**src/rtl/acceptance_temperature_tuner_macros.svh**
```systemverilog
// ---------------------------------------------------------------------------
// Acceptance temperature tuner assertion macros
// Shared concurrent assertion forms, clocked and held off during reset.
// ---------------------------------------------------------------------------
`ifndef ACCEPTANCE_TEMPERATURE_TUNER_MACROS_SVH
`define ACCEPTANCE_TEMPERATURE_TUNER_MACROS_SVH

`ifndef ASSERT_OFF

// A condition that holds at every clock edge out of reset.
`define ATT_ASSERT_ALWAYS(label, clk, rst_n, cond, msg) \
    label: assert property (@(posedge clk) disable iff (!rst_n) (cond)) \
        else $error(msg);

// A consequence that follows in the cycle after its trigger.
`define ATT_ASSERT_NEXT(label, clk, rst_n, ante, cons, msg) \
    label: assert property (@(posedge clk) disable iff (!rst_n) (ante) |=> (cons)) \
        else $error(msg);

`else

`define ATT_ASSERT_ALWAYS(label, clk, rst_n, cond, msg)
`define ATT_ASSERT_NEXT(label, clk, rst_n, ante, cons, msg)

`endif

`endif

```
**src/rtl/att_pkg.sv**
```systemverilog
// ---------------------------------------------------------------------------
// Acceptance temperature tuner package
// Shared types, register indexes, status codes and controller links.
// ---------------------------------------------------------------------------
package att_pkg;

    typedef logic [31:0] t_temp;     // Q16.16
    typedef logic [16:0] t_pct;      // Q1.16, up to 1.0
    typedef logic [15:0] t_factor;   // Q0.16
    typedef logic [23:0] t_runs;
    typedef logic [15:0] t_count;
    typedef logic [1:0]  t_status;
    typedef logic [2:0]  t_cfg_idx;
    typedef logic [31:0] t_cfg_data;

    localparam t_cfg_idx CfgStepInitial   = 3'd0;
    localparam t_cfg_idx CfgStepFactor    = 3'd1;
    localparam t_cfg_idx CfgStepMinimum   = 3'd2;
    localparam t_cfg_idx CfgPctLow        = 3'd3;
    localparam t_cfg_idx CfgPctHigh       = 3'd4;
    localparam t_cfg_idx CfgRunsBase      = 3'd5;
    localparam t_cfg_idx CfgRunsIncrement = 3'd6;
    localparam t_cfg_idx CfgRunsCeiling   = 3'd7;

    localparam t_status StatusContinue = 2'd0;
    localparam t_status StatusSettled  = 2'd1;
    localparam t_status StatusGaveUp   = 2'd2;

    localparam logic KindStart   = 1'b0;
    localparam logic KindMeasure = 1'b1;

    // Commands from the controller to the datapath.
    typedef struct packed {
        logic accept_start;
        logic accept_measure;
        logic adjust;
        logic move;
        logic shrink;
        logic sub;
        logic div_init;
        logic div_step;
        logic calc;
        logic load_out;
    } t_cmd;

    // Status from the datapath to the controller.
    typedef struct packed {
        logic over_band;
        logic below_band;
        logic temp_le_step;
        logic temp_lt_step;
    } t_sts;

endpackage

```
**src/rtl/att_if.sv**
```systemverilog
// ---------------------------------------------------------------------------
// Acceptance temperature tuner channels
// Valid/ready interfaces for the item, result and configuration channels.
// ---------------------------------------------------------------------------
interface att_in_if;
    import att_pkg::*;
    logic  valid;
    logic  ready;
    logic  kind;
    t_temp start_temp;
    t_pct  measured_pct;
    modport source (output valid, kind, start_temp, measured_pct, input ready);
    modport sink   (input valid, kind, start_temp, measured_pct, output ready);
endinterface

interface att_out_if;
    import att_pkg::*;
    logic    valid;
    logic    ready;
    t_temp   run_temp;
    t_temp   end_temp;
    t_runs   run_length;
    t_status status;
    modport source (output valid, run_temp, end_temp, run_length, status, input ready);
    modport sink   (input valid, run_temp, end_temp, run_length, status, output ready);
endinterface

interface att_cfg_if;
    import att_pkg::*;
    logic      valid;
    logic      ready;
    t_cfg_idx  index;
    t_cfg_data data;
    modport source (output valid, index, data, input ready);
    modport sink   (input valid, index, data, output ready);
endinterface

```
**src/rtl/acceptance_temperature_tuner.sv**
```systemverilog
// ---------------------------------------------------------------------------
// Acceptance temperature tuner
// Steers a Monte Carlo temperature towards a target rejection band.
// ---------------------------------------------------------------------------
// The block takes one item at a time. A start beat loads the temperature and
// restarts the search; its result is written to the output register in the
// finish state, which directly follows acceptance. A measurement beat passes
// the adjust, move, divider set-up, divider, calc and finish states; below the
// band a subtract state follows the move, preceded by a shrink and a test state
// for each step shrink needed when a downward move would reach or pass zero
// (zero in the usual case). The end temperature is formed by multiplying
// with the reciprocal of one thousand in the divider states; the step
// shrink loop reuses a single 32 by 16 multiplier, one shrink and one compare
// per iteration, so a factor close to one with a large step can keep the block
// busy for a long time. The result sits in an output register, so the next
// item is accepted from the cycle after the previous result has been written
// there, whether or not it has yet been taken; a finished item whose result
// register still holds an untaken beat waits until that beat is taken.
// Configuration writes are always accepted and should only be issued while no
// item is in flight.
// ---------------------------------------------------------------------------
module acceptance_temperature_tuner (
    input logic        i_clk,
    input logic        i_rst_n,
    att_in_if.sink     i_in,
    att_out_if.source  o_out,
    att_cfg_if.sink    i_cfg
);
    import att_pkg::*;

    t_cmd cmd;
    t_sts sts;

    // Configuration beats never stall.
    assign i_cfg.ready = 1'b1;

    // Sequencer: accepts items, steps the datapath and holds result valid.
    att_ctrl u_ctrl (
        .i_clk       (i_clk),
        .i_rst_n     (i_rst_n),
        .i_in_valid  (i_in.valid),
        .i_in_kind   (i_in.kind),
        .o_in_ready  (i_in.ready),
        .o_out_valid (o_out.valid),
        .i_out_ready (o_out.ready),
        .o_cmd       (cmd),
        .i_sts       (sts)
    );

    // Datapath: registers, multipliers, divider and the result register.
    att_dp u_dp (
        .i_clk          (i_clk),
        .i_rst_n        (i_rst_n),
        .i_cfg_valid    (i_cfg.valid),
        .i_cfg_index    (i_cfg.index),
        .i_cfg_data     (i_cfg.data),
        .i_start_temp   (i_in.start_temp),
        .i_measured_pct (i_in.measured_pct),
        .i_cmd          (cmd),
        .o_sts          (sts),
        .o_run_temp     (o_out.run_temp),
        .o_end_temp     (o_out.end_temp),
        .o_run_length   (o_out.run_length),
        .o_status       (o_out.status)
    );

endmodule

```
**src/rtl/att_ctrl.sv**
```systemverilog
// ---------------------------------------------------------------------------
// Acceptance temperature tuner controller
// Sequences one item at a time through the datapath and owns result valid.
// ---------------------------------------------------------------------------
`include "acceptance_temperature_tuner_macros.svh"

module att_ctrl (
    input  logic          i_clk,
    input  logic          i_rst_n,
    input  logic          i_in_valid,
    input  logic          i_in_kind,
    output logic          o_in_ready,
    output logic          o_out_valid,
    input  logic          i_out_ready,
    output att_pkg::t_cmd o_cmd,
    input  att_pkg::t_sts i_sts
);
    import att_pkg::*;

    typedef enum logic [9:0] {
        S_IDLE   = 10'b0000000001,
        S_ADJUST = 10'b0000000010,
        S_MOVE   = 10'b0000000100,
        S_SHRINK = 10'b0000001000,
        S_TEST   = 10'b0000010000,
        S_SUB    = 10'b0000100000,
        S_DIVI   = 10'b0001000000,
        S_DIV    = 10'b0010000000,
        S_CALC   = 10'b0100000000,
        S_FINISH = 10'b1000000000
    } t_state;

    t_state     r_state, n_state;
    logic       r_out_valid, n_out_valid;
    t_cmd       cmd;

    always_comb begin
        n_state     = r_state;
        n_out_valid = r_out_valid && !i_out_ready;
        cmd         = '0;
        case (r_state)
            S_IDLE: begin
                if (i_in_valid) begin
                    if (i_in_kind == KindStart) begin
                        cmd.accept_start = 1'b1;
                        n_state          = S_FINISH;
                    end else begin
                        cmd.accept_measure = 1'b1;
                        n_state            = S_ADJUST;
                    end
                end
            end
            S_ADJUST: begin
                cmd.adjust = 1'b1;
                n_state    = S_MOVE;
            end
            S_MOVE: begin
                cmd.move = 1'b1;
                if (i_sts.over_band) begin
                    n_state = S_DIVI;
                end else if (i_sts.below_band) begin
                    n_state = i_sts.temp_le_step ? S_SHRINK : S_SUB;
                end else begin
                    n_state = S_DIVI;
                end
            end
            S_SHRINK: begin
                cmd.shrink = 1'b1;
                n_state    = S_TEST;
            end
            S_TEST: begin
                n_state = i_sts.temp_lt_step ? S_SHRINK : S_SUB;
            end
            S_SUB: begin
                cmd.sub = 1'b1;
                n_state = S_DIVI;
            end
            S_DIVI: begin
                cmd.div_init = 1'b1;
                n_state      = S_DIV;
            end
            S_DIV: begin
                cmd.div_step = 1'b1;
                n_state      = S_CALC;
            end
            S_CALC: begin
                cmd.calc = 1'b1;
                n_state  = S_FINISH;
            end
            S_FINISH: begin
                if (!r_out_valid || i_out_ready) begin
                    cmd.load_out = 1'b1;
                    n_out_valid  = 1'b1;
                    n_state      = S_IDLE;
                end
            end
            default: begin
                n_state = S_IDLE;
            end
        endcase
    end

    always_ff @(posedge i_clk) begin
        if (!i_rst_n) begin
            r_state     <= S_IDLE;
            r_out_valid <= 1'b0;
        end else begin
            r_state     <= n_state;
            r_out_valid <= n_out_valid;
        end
    end

    assign o_in_ready  = (r_state == S_IDLE);
    assign o_out_valid = r_out_valid;
    assign o_cmd       = cmd;

    `ATT_ASSERT_NEXT(a_accept_busy, i_clk, i_rst_n, i_in_valid && o_in_ready, !o_in_ready, "item accepted but controller stayed idle")
    `ATT_ASSERT_ALWAYS(a_state_onehot, i_clk, i_rst_n, $onehot(r_state), "controller state is not one-hot")

endmodule

```
**src/rtl/att_dp.sv**
```systemverilog
// ---------------------------------------------------------------------------
// Acceptance temperature tuner datapath
// Configuration, search state, shrink multiplier, reciprocal divider and result.
// ---------------------------------------------------------------------------
`include "acceptance_temperature_tuner_macros.svh"

module att_dp (
    input  logic                i_clk,
    input  logic                i_rst_n,
    input  logic                i_cfg_valid,
    input  att_pkg::t_cfg_idx   i_cfg_index,
    input  att_pkg::t_cfg_data  i_cfg_data,
    input  att_pkg::t_temp      i_start_temp,
    input  att_pkg::t_pct       i_measured_pct,
    input  att_pkg::t_cmd       i_cmd,
    output att_pkg::t_sts       o_sts,
    output att_pkg::t_temp      o_run_temp,
    output att_pkg::t_temp      o_end_temp,
    output att_pkg::t_runs      o_run_length,
    output att_pkg::t_status    o_status
);
    import att_pkg::*;

    // ceil(2^38 / 1000); exact for every dividend up to 2^32 + 998, the largest formed here.
    localparam logic [28:0] DivRecip = 29'd274877907;

    // Configuration registers.
    t_temp   r_step_initial;
    t_factor r_step_factor;
    t_temp   r_step_minimum;
    t_pct    r_pct_low;
    t_pct    r_pct_high;
    t_runs   r_runs_base;
    t_runs   r_runs_inc;
    t_runs   r_runs_ceiling;

    // Search state.
    t_temp   r_temp;
    t_temp   r_step;
    logic    r_up;
    logic    r_down;
    t_count  r_count;
    t_runs   r_runs;
    t_pct    r_pct;
    t_status r_status;
    t_temp   r_end;
    logic [39:0] r_runs_prod;

    // Divide by one thousand: rounded-up dividend, then reciprocal product.
    logic [32:0] r_div_x;
    t_temp       r_div_q;

    // Result register.
    t_temp   r_out_temp;
    t_temp   r_out_end;
    t_runs   r_out_len;
    t_status r_out_status;

    logic [47:0] step_prod;
    t_temp       step_shrunk;
    logic [32:0] temp_sum;
    logic        over_band;
    logic        below_band;
    logic [61:0] div_prod;
    logic [40:0] runs_sum;
    logic [39:0] runs_mul;

    assign step_prod   = {16'b0, r_step} * {32'b0, r_step_factor};
    assign step_shrunk = step_prod[47:16];
    assign temp_sum    = {1'b0, r_temp} + {1'b0, r_step};
    assign over_band   = r_pct > r_pct_high;
    assign below_band  = r_pct < r_pct_low;
    assign div_prod    = {29'b0, r_div_x} * {33'b0, DivRecip};
    assign runs_mul    = {16'b0, r_runs_inc} * {24'b0, r_count};
    assign runs_sum    = {17'b0, r_runs_base} + {1'b0, r_runs_prod};

    always_ff @(posedge i_clk) begin
        if (!i_rst_n) begin
            r_step_initial <= 32'd65536;
            r_step_factor  <= 16'd32768;
            r_step_minimum <= 32'd1;
            r_pct_low      <= 17'd19661;
            r_pct_high     <= 17'd32768;
            r_runs_base    <= 24'd1000;
            r_runs_inc     <= 24'd100;
            r_runs_ceiling <= 24'd10000;
            r_temp         <= '0;
            r_step         <= '0;
            r_up           <= 1'b0;
            r_down         <= 1'b0;
            r_count        <= '0;
            r_runs         <= '0;
        end else begin
            if (i_cfg_valid) begin
                case (i_cfg_index)
                    CfgStepInitial:   r_step_initial <= i_cfg_data;
                    CfgStepFactor:    r_step_factor  <= i_cfg_data[15:0];
                    CfgStepMinimum:   r_step_minimum <= i_cfg_data;
                    CfgPctLow:        r_pct_low      <= i_cfg_data[16:0];
                    CfgPctHigh:       r_pct_high     <= i_cfg_data[16:0];
                    CfgRunsBase:      r_runs_base    <= i_cfg_data[23:0];
                    CfgRunsIncrement: r_runs_inc     <= i_cfg_data[23:0];
                    CfgRunsCeiling:   r_runs_ceiling <= i_cfg_data[23:0];
                    default: begin
                    end
                endcase
            end

            if (i_cmd.accept_start) begin
                r_temp  <= i_start_temp;
                r_step  <= r_step_initial;
                r_up    <= 1'b0;
                r_down  <= 1'b0;
                r_count <= '0;
                r_runs  <= r_runs_base;
            end

            if (i_cmd.accept_measure && (r_count != '1)) begin
                r_count <= r_count + 16'd1;
            end

            // Overshoot against the present direction narrows the search.
            if (i_cmd.adjust && ((r_down && over_band) || (r_up && below_band))) begin
                r_step <= step_shrunk;
            end

            if (i_cmd.move) begin
                if (over_band) begin
                    r_up   <= 1'b1;
                    r_down <= 1'b0;
                    r_temp <= temp_sum[32] ? '1 : temp_sum[31:0];
                end else if (below_band) begin
                    r_up   <= 1'b0;
                    r_down <= 1'b1;
                end else begin
                    r_up   <= 1'b0;
                    r_down <= 1'b0;
                end
            end

            if (i_cmd.shrink) begin
                r_step <= step_shrunk;
            end

            if (i_cmd.sub) begin
                r_temp <= r_temp - r_step;
            end

            if (i_cmd.calc && (r_runs < r_runs_ceiling)) begin
                r_runs <= (runs_sum > 41'hFFFFFF) ? '1 : runs_sum[23:0];
            end
        end
    end

    // Payload registers without reset.
    always_ff @(posedge i_clk) begin
        if (i_cmd.accept_start) begin
            r_end    <= (i_start_temp != '0) ? i_start_temp - 32'd1 : '0;
            r_status <= StatusContinue;
        end
        if (i_cmd.accept_measure) begin
            r_pct    <= i_measured_pct;
            r_status <= StatusContinue;
        end
        if (i_cmd.move && !over_band && !below_band) begin
            r_status <= StatusSettled;
        end
        if (i_cmd.sub && (r_step < r_step_minimum)) begin
            r_status <= StatusGaveUp;
        end
        // ceil(temperature / 1000) is floor((temperature + 999) / 1000).
        if (i_cmd.div_init) begin
            r_div_x     <= {1'b0, r_temp} + 33'd999;
            r_runs_prod <= runs_mul;
        end
        if (i_cmd.div_step) begin
            r_div_q <= {8'b0, div_prod[61:38]};
        end
        // temperature * 0.999 floored equals temperature - ceil(temperature / 1000).
        if (i_cmd.calc) begin
            r_end <= r_temp - r_div_q;
        end
        if (i_cmd.load_out) begin
            r_out_temp   <= r_temp;
            r_out_end    <= r_end;
            r_out_len    <= r_runs;
            r_out_status <= r_status;
        end
    end

    assign o_sts.over_band    = over_band;
    assign o_sts.below_band   = below_band;
    assign o_sts.temp_le_step = r_temp <= r_step;
    assign o_sts.temp_lt_step = r_temp < r_step;

    assign o_run_temp   = r_out_temp;
    assign o_end_temp   = r_out_end;
    assign o_run_length = r_out_len;
    assign o_status     = r_out_status;

    `ATT_ASSERT_NEXT(a_quot_range, i_clk, i_rst_n, i_cmd.div_step, r_div_q <= 32'd4294968, "quotient exceeds the largest temperature over one thousand")
    `ATT_ASSERT_NEXT(a_shrink_no_grow, i_clk, i_rst_n, i_cmd.shrink, r_step <= $past(r_step), "step grew while shrinking")

endmodule

```
**src/flat_wrapper.sv**
```systemverilog
// flat-port wrapper written by rule: the top's interface ports become plain ports
module acceptance_temperature_tuner_flat import att_pkg::*;
  (i_clk, i_rst_n, i_in_valid, i_in_kind, i_in_start_temp, i_in_measured_pct, i_in_ready, o_out_valid, o_out_run_temp, o_out_end_temp, o_out_run_length, o_out_status, o_out_ready, i_cfg_valid, i_cfg_index, i_cfg_data, i_cfg_ready);
  att_in_if i_in_i ();
  att_out_if o_out_i ();
  att_cfg_if i_cfg_i ();
  input logic i_clk;
  input logic i_rst_n;
  input wire logic [$bits(i_in_i.valid)-1:0] i_in_valid;
  input wire logic [$bits(i_in_i.kind)-1:0] i_in_kind;
  input wire logic [$bits(i_in_i.start_temp)-1:0] i_in_start_temp;
  input wire logic [$bits(i_in_i.measured_pct)-1:0] i_in_measured_pct;
  output wire logic [$bits(i_in_i.ready)-1:0] i_in_ready;
  output wire logic [$bits(o_out_i.valid)-1:0] o_out_valid;
  output wire logic [$bits(o_out_i.run_temp)-1:0] o_out_run_temp;
  output wire logic [$bits(o_out_i.end_temp)-1:0] o_out_end_temp;
  output wire logic [$bits(o_out_i.run_length)-1:0] o_out_run_length;
  output wire logic [$bits(o_out_i.status)-1:0] o_out_status;
  input wire logic [$bits(o_out_i.ready)-1:0] o_out_ready;
  input wire logic [$bits(i_cfg_i.valid)-1:0] i_cfg_valid;
  input wire logic [$bits(i_cfg_i.index)-1:0] i_cfg_index;
  input wire logic [$bits(i_cfg_i.data)-1:0] i_cfg_data;
  output wire logic [$bits(i_cfg_i.ready)-1:0] i_cfg_ready;
  assign i_in_i.valid = i_in_valid;
  assign i_in_i.kind = i_in_kind;
  assign i_in_i.start_temp = i_in_start_temp;
  assign i_in_i.measured_pct = i_in_measured_pct;
  assign i_in_ready = i_in_i.ready;
  assign o_out_valid = o_out_i.valid;
  assign o_out_run_temp = o_out_i.run_temp;
  assign o_out_end_temp = o_out_i.end_temp;
  assign o_out_run_length = o_out_i.run_length;
  assign o_out_status = o_out_i.status;
  assign o_out_i.ready = o_out_ready;
  assign i_cfg_i.valid = i_cfg_valid;
  assign i_cfg_i.index = i_cfg_index;
  assign i_cfg_i.data = i_cfg_data;
  assign i_cfg_ready = i_cfg_i.ready;
  acceptance_temperature_tuner u_core (.i_clk(i_clk), .i_rst_n(i_rst_n), .i_in(i_in_i), .o_out(o_out_i), .i_cfg(i_cfg_i));
endmodule
```
**config.mk**
```make
export PLATFORM = sky130hd
export DESIGN_NAME = acceptance_temperature_tuner_flat
export DESIGN_NICKNAME = d
export VERILOG_FILES = /design/src/rtl/att_pkg.sv /design/src/rtl/att_if.sv /design/src/rtl/acceptance_temperature_tuner.sv /design/src/rtl/att_ctrl.sv /design/src/rtl/att_dp.sv /design/src/flat_wrapper.sv
export VERILOG_INCLUDE_DIRS = /design/src /design/src/rtl
export SDC_FILE = /design/constraint.sdc
export NUM_CORES = 2
export LEC_CHECK = 0
export ABC_CLOCK_PERIOD_IN_PS = 8900
export BUFFER_PORTS_ARGS = -buffer_cell sky130_fd_sc_hd__buf_2
export CORE_UTILIZATION = 30
export CTS_BUF_LIST = sky130_fd_sc_hd__clkbuf_4
export DETAILED_ROUTE_END_ITERATION = 16
export GPL_TIMING_DRIVEN = 0
export PLACE_DENSITY = 0.48
export SLEW_MARGIN = 20
export SYNTH_ARGS = -nofsm -noshare
export SYNTH_HDL_FRONTEND = slang
export SYNTH_SLANG_ARGS = --single-unit
```
**constraint.sdc**
```tcl
create_clock -name i_clk -period 8.9 [get_ports i_clk]
set_clock_uncertainty 0.15 [all_clocks]
set_input_delay 1.78 -clock i_clk [delete_from_list [all_inputs] [get_ports i_clk]]
set_output_delay 1.78 -clock i_clk [all_outputs]
set_load 0.02 [all_outputs]
```
After elaboration in Yosys (flattened, before gate mapping) --
Cells that the tools add are included.
Word-level totals: flip-flop bits (word level) 541, bits in latches 0, bits in writable memories 0, memory bits (read-only) 0, input bits 90, output and inout bits 93, word-level logic and storage cells 143, memories 0
Operators by class: add/subtract/negate cells 7, multipliers 3, div/mod/pow operators 0, magnitude comparators 7, equality and inequality tests 20, shift operators 0, mux-type cells 48, bitwise logic cells 0, reduce and logical (&&, ||, !) cells 32
Operator list (number):
- $mux 32 | 11
- $pmux 10 s10 | 1
- $mux 24 | 3
- $lt 32x32->1 | 2
- $mul 33x29->62 const B | 1
- $mul 32x16->48 | 1
- $add 24x40->41 | 1
- $gt 41x24->1 const B | 1
- $mul 24x16->40 | 1
- $mux 10 | 4
- $add 32x10->33 const B | 1
- $add 32x32->33 | 1
- $le 32x32->1 | 1
- $mux 16 | 2
- $reduce_bool 32->1 | 1
- $sub 32x1->32 const B | 1
- $sub 32x24->32 | 1
- $sub 32x32->32 | 1
- $lt 24x24->1 | 1
- $mux 1 | 19
- $reduce_and 2->1 | 9
- $gt 17x17->1 | 1
- $lt 17x17->1 | 1
- $add 16x1->16 const B | 1
- 24 further kinds | 50

Depth between registers and ports, before layout --
word-level depth 7, mapped depth 28, mapped depth without buffers 28

Cells and area by module --
A second synthesis with hierarchy kept.
Unflattened totals: cells, all modules 7934, area, all modules 72080.4 um^2
By module, submodules not included:
- att_dp | instances 1, cells each 7854, area an instance 71408.5 um^2, seq. area each 12972.4 um^2
- att_ctrl | instances 1, cells each 78, area an instance 660.6 um^2, seq. area each 220.2 um^2
- acceptance_temperature_tuner | instances 1, cells each 2, area an instance 11.3 um^2, seq. area each 0.0 um^2

Least setup slack after synthesis --
Ideal clock, no wire load.
path kind flip-flop to flip-flop, start register u_core.u_ctrl.r_state[3], end register u_core.u_ctrl.r_state[5], arrival time 7.328 ns, data required time 8.685 ns, path slack 1.357 ns, cell stages (with the launch flop) 9, buffers on the path 0, cells stage by stage dfxtp_1 -> nor4_2 -> nand2_1 -> or3_1 -> nor3b_1 -> nor3_1 -> nor3_1 -> nand3_1 -> nor2_1
Between the ends: word-level cells in the longest chain between the ends 3
Ends and longest elaborated chain:
- start, declared | RTL line att_ctrl.sv:33 | t_state r_state, n_state;
- start signal, assigned | RTL line att_ctrl.sv:108 | r_state <= n_state;
- $eq 10x10->1 or $eq 10x1->1 (tied branches) | RTL line att_ctrl.sv:41 | case (r_state)
- $ne 2x2->1 (no source line)
- $reduce_and 2->1 (no source line)
Parallel ways exist; a longest one is shown, timed or not. A chain may end at the register's enable or synchronous reset.

Worst setup path in the final report --
start register u_core.u_dp.r_step[11], end register u_core.u_dp.r_step[16]
Between the ends: word-level cells in the longest chain between the ends 3
Ends and longest elaborated chain:
- start, declared | RTL line att_dp.sv:39 | t_temp r_step;
- start signal, assigned | RTL line att_dp.sv:111 | r_step <= r_step_initial;
- start signal, assigned | RTL line att_dp.sv:124 | r_step <= step_shrunk;
- start signal, assigned | RTL line att_dp.sv:142 | r_step <= step_shrunk;
- $mul 32x16->48 (*) | RTL line att_dp.sv:68 | assign step_prod = {16'b0, r_step} * {32'b0, r_step_factor};
- $mux 32 | RTL line att_dp.sv:123 | if (i_cmd.adjust && ((r_down && over_band) || (r_up && below_band))) begin
- $mux 32 (*) | RTL line att_dp.sv:141 | if (i_cmd.shrink) begin
Mark *: on every way between the ends. The rest lies on a longest branch, timed or not.

==> results.md <==
- Status: completed
- CTS tree: built
- Area of the mapped netlist: 70940 sq um
- CTS Sinks: 541
- Clk slew on worst S/H paths: 70 ps
- Post-route minimum period: 8486 ps
- Initial Util: 0.3017
- RR Startpoint: u_core.u_dp.r_step[11]$_SDFFE_PN0P_
- First-pass GRT wire length: 374.7 mm
- Reg-to-Reg End: u_core.u_dp.r_step[16]$_SDFFE_PN0P_
- Initial DRC Count: 4376
- Total number of vias: 56140
- Fin. max-slew vios: 0
- Rows: 178
- FF+latch area: 13200 sq um
- Main synth FF type: dfxtp_1
- DR WL/cell: 21.96 microns
- Synth unique cells: 89
- Peak VDD IR: 114.2 uV
- Hold-fix buffers, CTS: 0
- FILL cells: 24980
- DRT Pass-1 Iters: 6
- Io pins: 183
- Fin. Hold Viols: 0
- RSZ-0062 raised after global routing: false
- IO buf count: 162
- Top-count cell post-synth: inv_1
- CP Launch Type: flip-flop
- Cells after Synth: 7883
- Warning count from the yosys run: 0
- Crit path capture type: flip-flop
- Initial antenna violation count: 49
- Final ANT Viol Nets: 0
- Worst slew margin: 0.2156
- Worst Setup EP: u_core.u_dp.r_step[16]$_SDFFE_PN0P_
- Area contributors post-synth: fa_1 29%, ha_1 15%, edfxtp_1 10%, dfxtp_1 8.6%, inv_1 8.2%
- Vias/cell: 4.885
- Max-capacitance violation count: 0
- Synth Register Bits: 541
- Synthesis-to-layout area growth: 9.959%
- Final wirelength: 252.4 mm
- Gr ovfl total: 0
- Crit path from: u_core.u_dp.r_step[11]$_SDFFE_PN0P_
- Synth Area per Inst: 9.000 sq um
- Share of cells above drive strength 1: 0.05853
- Residual DRC: 0
- Most used cell, CP: fa_1
- Buf+Inv Stages, Crit Path: 4
- Vias in the first global route: 57950
- Fin util: 0.3317
- Slowest CP cell: dfxtp_1
- CP peak stage delay: 940 ps
- Worst Reg-to-Reg Cells: 23
- Final #Nets: 10160
- H-tree levels: 4
- Longest Clk Path Bufs: 3
- Hold Crit Depth: 0
- PwrDens: 80.54 nW/um^2
- Proportion of netlist area held by the largest area contributor: 0.2923
- CORE AREA: 235200 sq um
- Asr flop ratio synth: 0
- Syn_nets: 9836
- Post-Place Setup Slack: 318.8 ps
- Chip height: 488.3 microns
- FF-to-FF setup slack: 410 ps
- Worst Path Max Fanout: 10
- Fin area: 78010 sq um
- Hold slack: 230.3 ps
- Inserted Clock Buffers: 148
- Die Width: 488.3 microns
- Post-synth EDFFs: 236
- Setup CP Type: reg -> reg
- Placed cell area: 75940 sq um
- Fmax: 117.8 MHz
- Final setup violation count: 0
- CP Data Arrival Time: 9430 ps
- Synth area leader: fa_1
- Min-delay worst type: reg -> reg
- Lkg Pwr: 0.03637 uW
- Critical Path RT: 9840 ps
- Multi-input logic area: 50650 sq um
- Routability cong.: 0.9214
- DP Wirelength: 206.0 mm
- Crit. path cell count: 23
- Crit-path leading delay family: adder cells
- Worst-Skew Late Latency: 1200 ps
- Die ar.: 238400 sq um
- Setup WS post-layout: 414.2 ps
- Cell Chain, Critical Path: clkbuf_1 > nand2_1 > fa_1 > inv_1 > fa_1 > fa_1 > fa_1 > fa_1 > inv_1 > fa_1 > inv_1 > ha_1 > nand2_1 > o21ai_1 > or4_1 > nand3_1 > o31ai_2 > a211oi_1 > nor2_1 > a21oi_1 > xor2_1 > nor2b_1 > a311oi_1
- Tot GR Track Use: 0.2131
- Seq/Total Area, Yosys: 0.1860
- Largest net degree at the start of global routing: 30
- Worst slew pin tran: 1169 ps
- Root buf cell: clkbuf_4
- Setup TNS: 0 ps
- Final Cycle Share: 0.9535
- Post-synth top cells: 1548 x inv_1, 1086 x nand2_1, 1036 x fa_1
==> cell usage in the layout, fill, tap and decap left out, types with 22 or more instances in the layout <==
cell	netlist	layout
fa_1	1036	1036
or3_1	23	23
diode_2	0	22
o21bai_1	39	39
o211ai_1	64	64
nand2_1	1086	1085
a21oi_1	411	411
nor3_1	53	53
nor2b_1	43	42
nor2_1	344	343
clkbuf_1	306	304
dfxtp_1	305	301
ha_1	827	827
edfxtp_1	236	236
buf_2	6	168
o21a_1	24	24
nand2b_1	63	63
nand4_1	44	44
mux2i_1	23	23
a211oi_1	42	42
and2_1	374	373
o22ai_1	30	30
o21ai_0	173	173
clkbuf_4	0	215
inv_1	1548	1548
a21o_1	96	96
xnor2_1	105	105
nand3_1	88	88
a31oi_1	43	43
xor2_1	88	88
and3_1	40	40
a211o_1	22	22
==> cells by family after synthesis <==
| kind of cell | Yosys count | share of synthesized area |
|---|---|---|
| buffers and inverters | 1889 | 0.1008 |
| AO/OA/AOI/OAI | 1130 | 0.1011 |
| adder cells (fa/ha/maj) | 1863 | 0.4382 |
| XOR/XNOR | 193 | 0.02383 |
| other | 1 | 0.00005286 |
| flip-flops | 541 | 0.1860 |
| multiplexers | 23 | 0.003245 |
| AND/OR/NAND/NOR | 2243 | 0.1469 |
==> how the worst min path moves through the flow <==
stage	from	to	slack (ps)
final	u_core.u_dp.r_end[4]$_DFFE_PP_	u_core.u_dp.o_end_temp[4]$_DFFE_PP_	230
after global routing	u_core.u_dp.r_end[22]$_DFFE_PP_	u_core.u_dp.o_end_temp[22]$_DFFE_PP_	280
after CTS	u_core.u_dp.r_end[4]$_DFFE_PP_	u_core.u_dp.o_end_temp[4]$_DFFE_PP_	260
after detailed placement	u_core.u_dp.r_end[22]$_DFFE_PP_	u_core.u_dp.o_end_temp[22]$_DFFE_PP_	260
after global placement	u_core.u_dp.r_end[11]$_DFFE_PP_	u_core.u_dp.o_end_temp[11]$_DFFE_PP_	260
after floorplan	u_core.u_dp.r_end[0]$_DFFE_PP_	u_core.u_dp.o_end_temp[0]$_DFFE_PP_	250
==> per-stage QoR <==
stage | total power (uW) | instances
after global placement | 3831 | 11200
final | 6283 | 11490
after detailed placement | 3842 | 11210
after global routing | 6582 | 11480
after floorplan | 3425 | 7883
after CTS | 6331 | 11470
==> metal layers <==
metal | share of wire | wire length (microns) | global-route usage | vias up
li1 | - | - | - | 25850
met1 | 0.45 | 113000 | 0.2925 | 28130
met2 | 0.45 | 113400 | 0.3385 | 1749
met3 | 0.066 | 16640 | 0.03277 | 389
met4 | 0.036 | 9166 | 0.07471 | 22
met5 | 0.00057 | 145 | 0 | -
==> repair_timing <==
item,4_1_cts,5_1_grt
gates resized for setup,0,8
setup buffers,0,0
setup endpoints to repair,0,3
==> worst register-to-register path, cell delays in order, from the launching register on <==
cell	delay, ps
dfxtp_1	940
clkbuf_1	650
nand2_1	170
fa_1	570
inv_1	60
fa_1	500
fa_1	520
fa_1	520
fa_1	550
inv_1	50
fa_1	540
inv_1	50
ha_1	330
nand2_1	70
o21ai_1	220
or4_1	190
nand3_1	100
o31ai_2	800
a211oi_1	310
nor2_1	340
a21oi_1	130
xor2_1	170
nor2b_1	150
a311oi_1	300
==> flip-flops by register name (all words and copies together), names as in the netlist, 32 cells and up <==
register / flops
u_core.u_dp.r_temp: 32
u_core.u_dp.o_run_temp: 32
u_core.u_dp.r_div_x: 33
u_core.u_dp.r_runs_prod: 40
u_core.u_dp.r_end: 32
u_core.u_dp.r_step_initial: 32
u_core.u_dp.r_step_minimum: 32
u_core.u_dp.r_step: 32
u_core.u_dp.o_end_temp: 32
==> final cells by class <==
| type | count | area share |
|---|---|---|
| antenna | 22 | 0.0007057 |
| buffer | 340 | 0.01715 |
| clock buffer | 215 | 0.02069 |
| clock inverter | 44 | 0.004876 |
| inverter | 1549 | 0.07453 |
| multi-input combinational | 5453 | 0.6493 |
| sequential | 541 | 0.1692 |
| tap | 3150 | 0.05052 |
| timing repair buffer | 178 | 0.01307 |
==> power by group <==
| group | internal [uW] | switching (uW) |
|---|---|---|
| clock network | 1270 | 1200 |
| logic | 350 | 680 |
| registers | 2660 | 119 |
| total | 4280 | 2000 |
(Power assumes the default switching activity.)
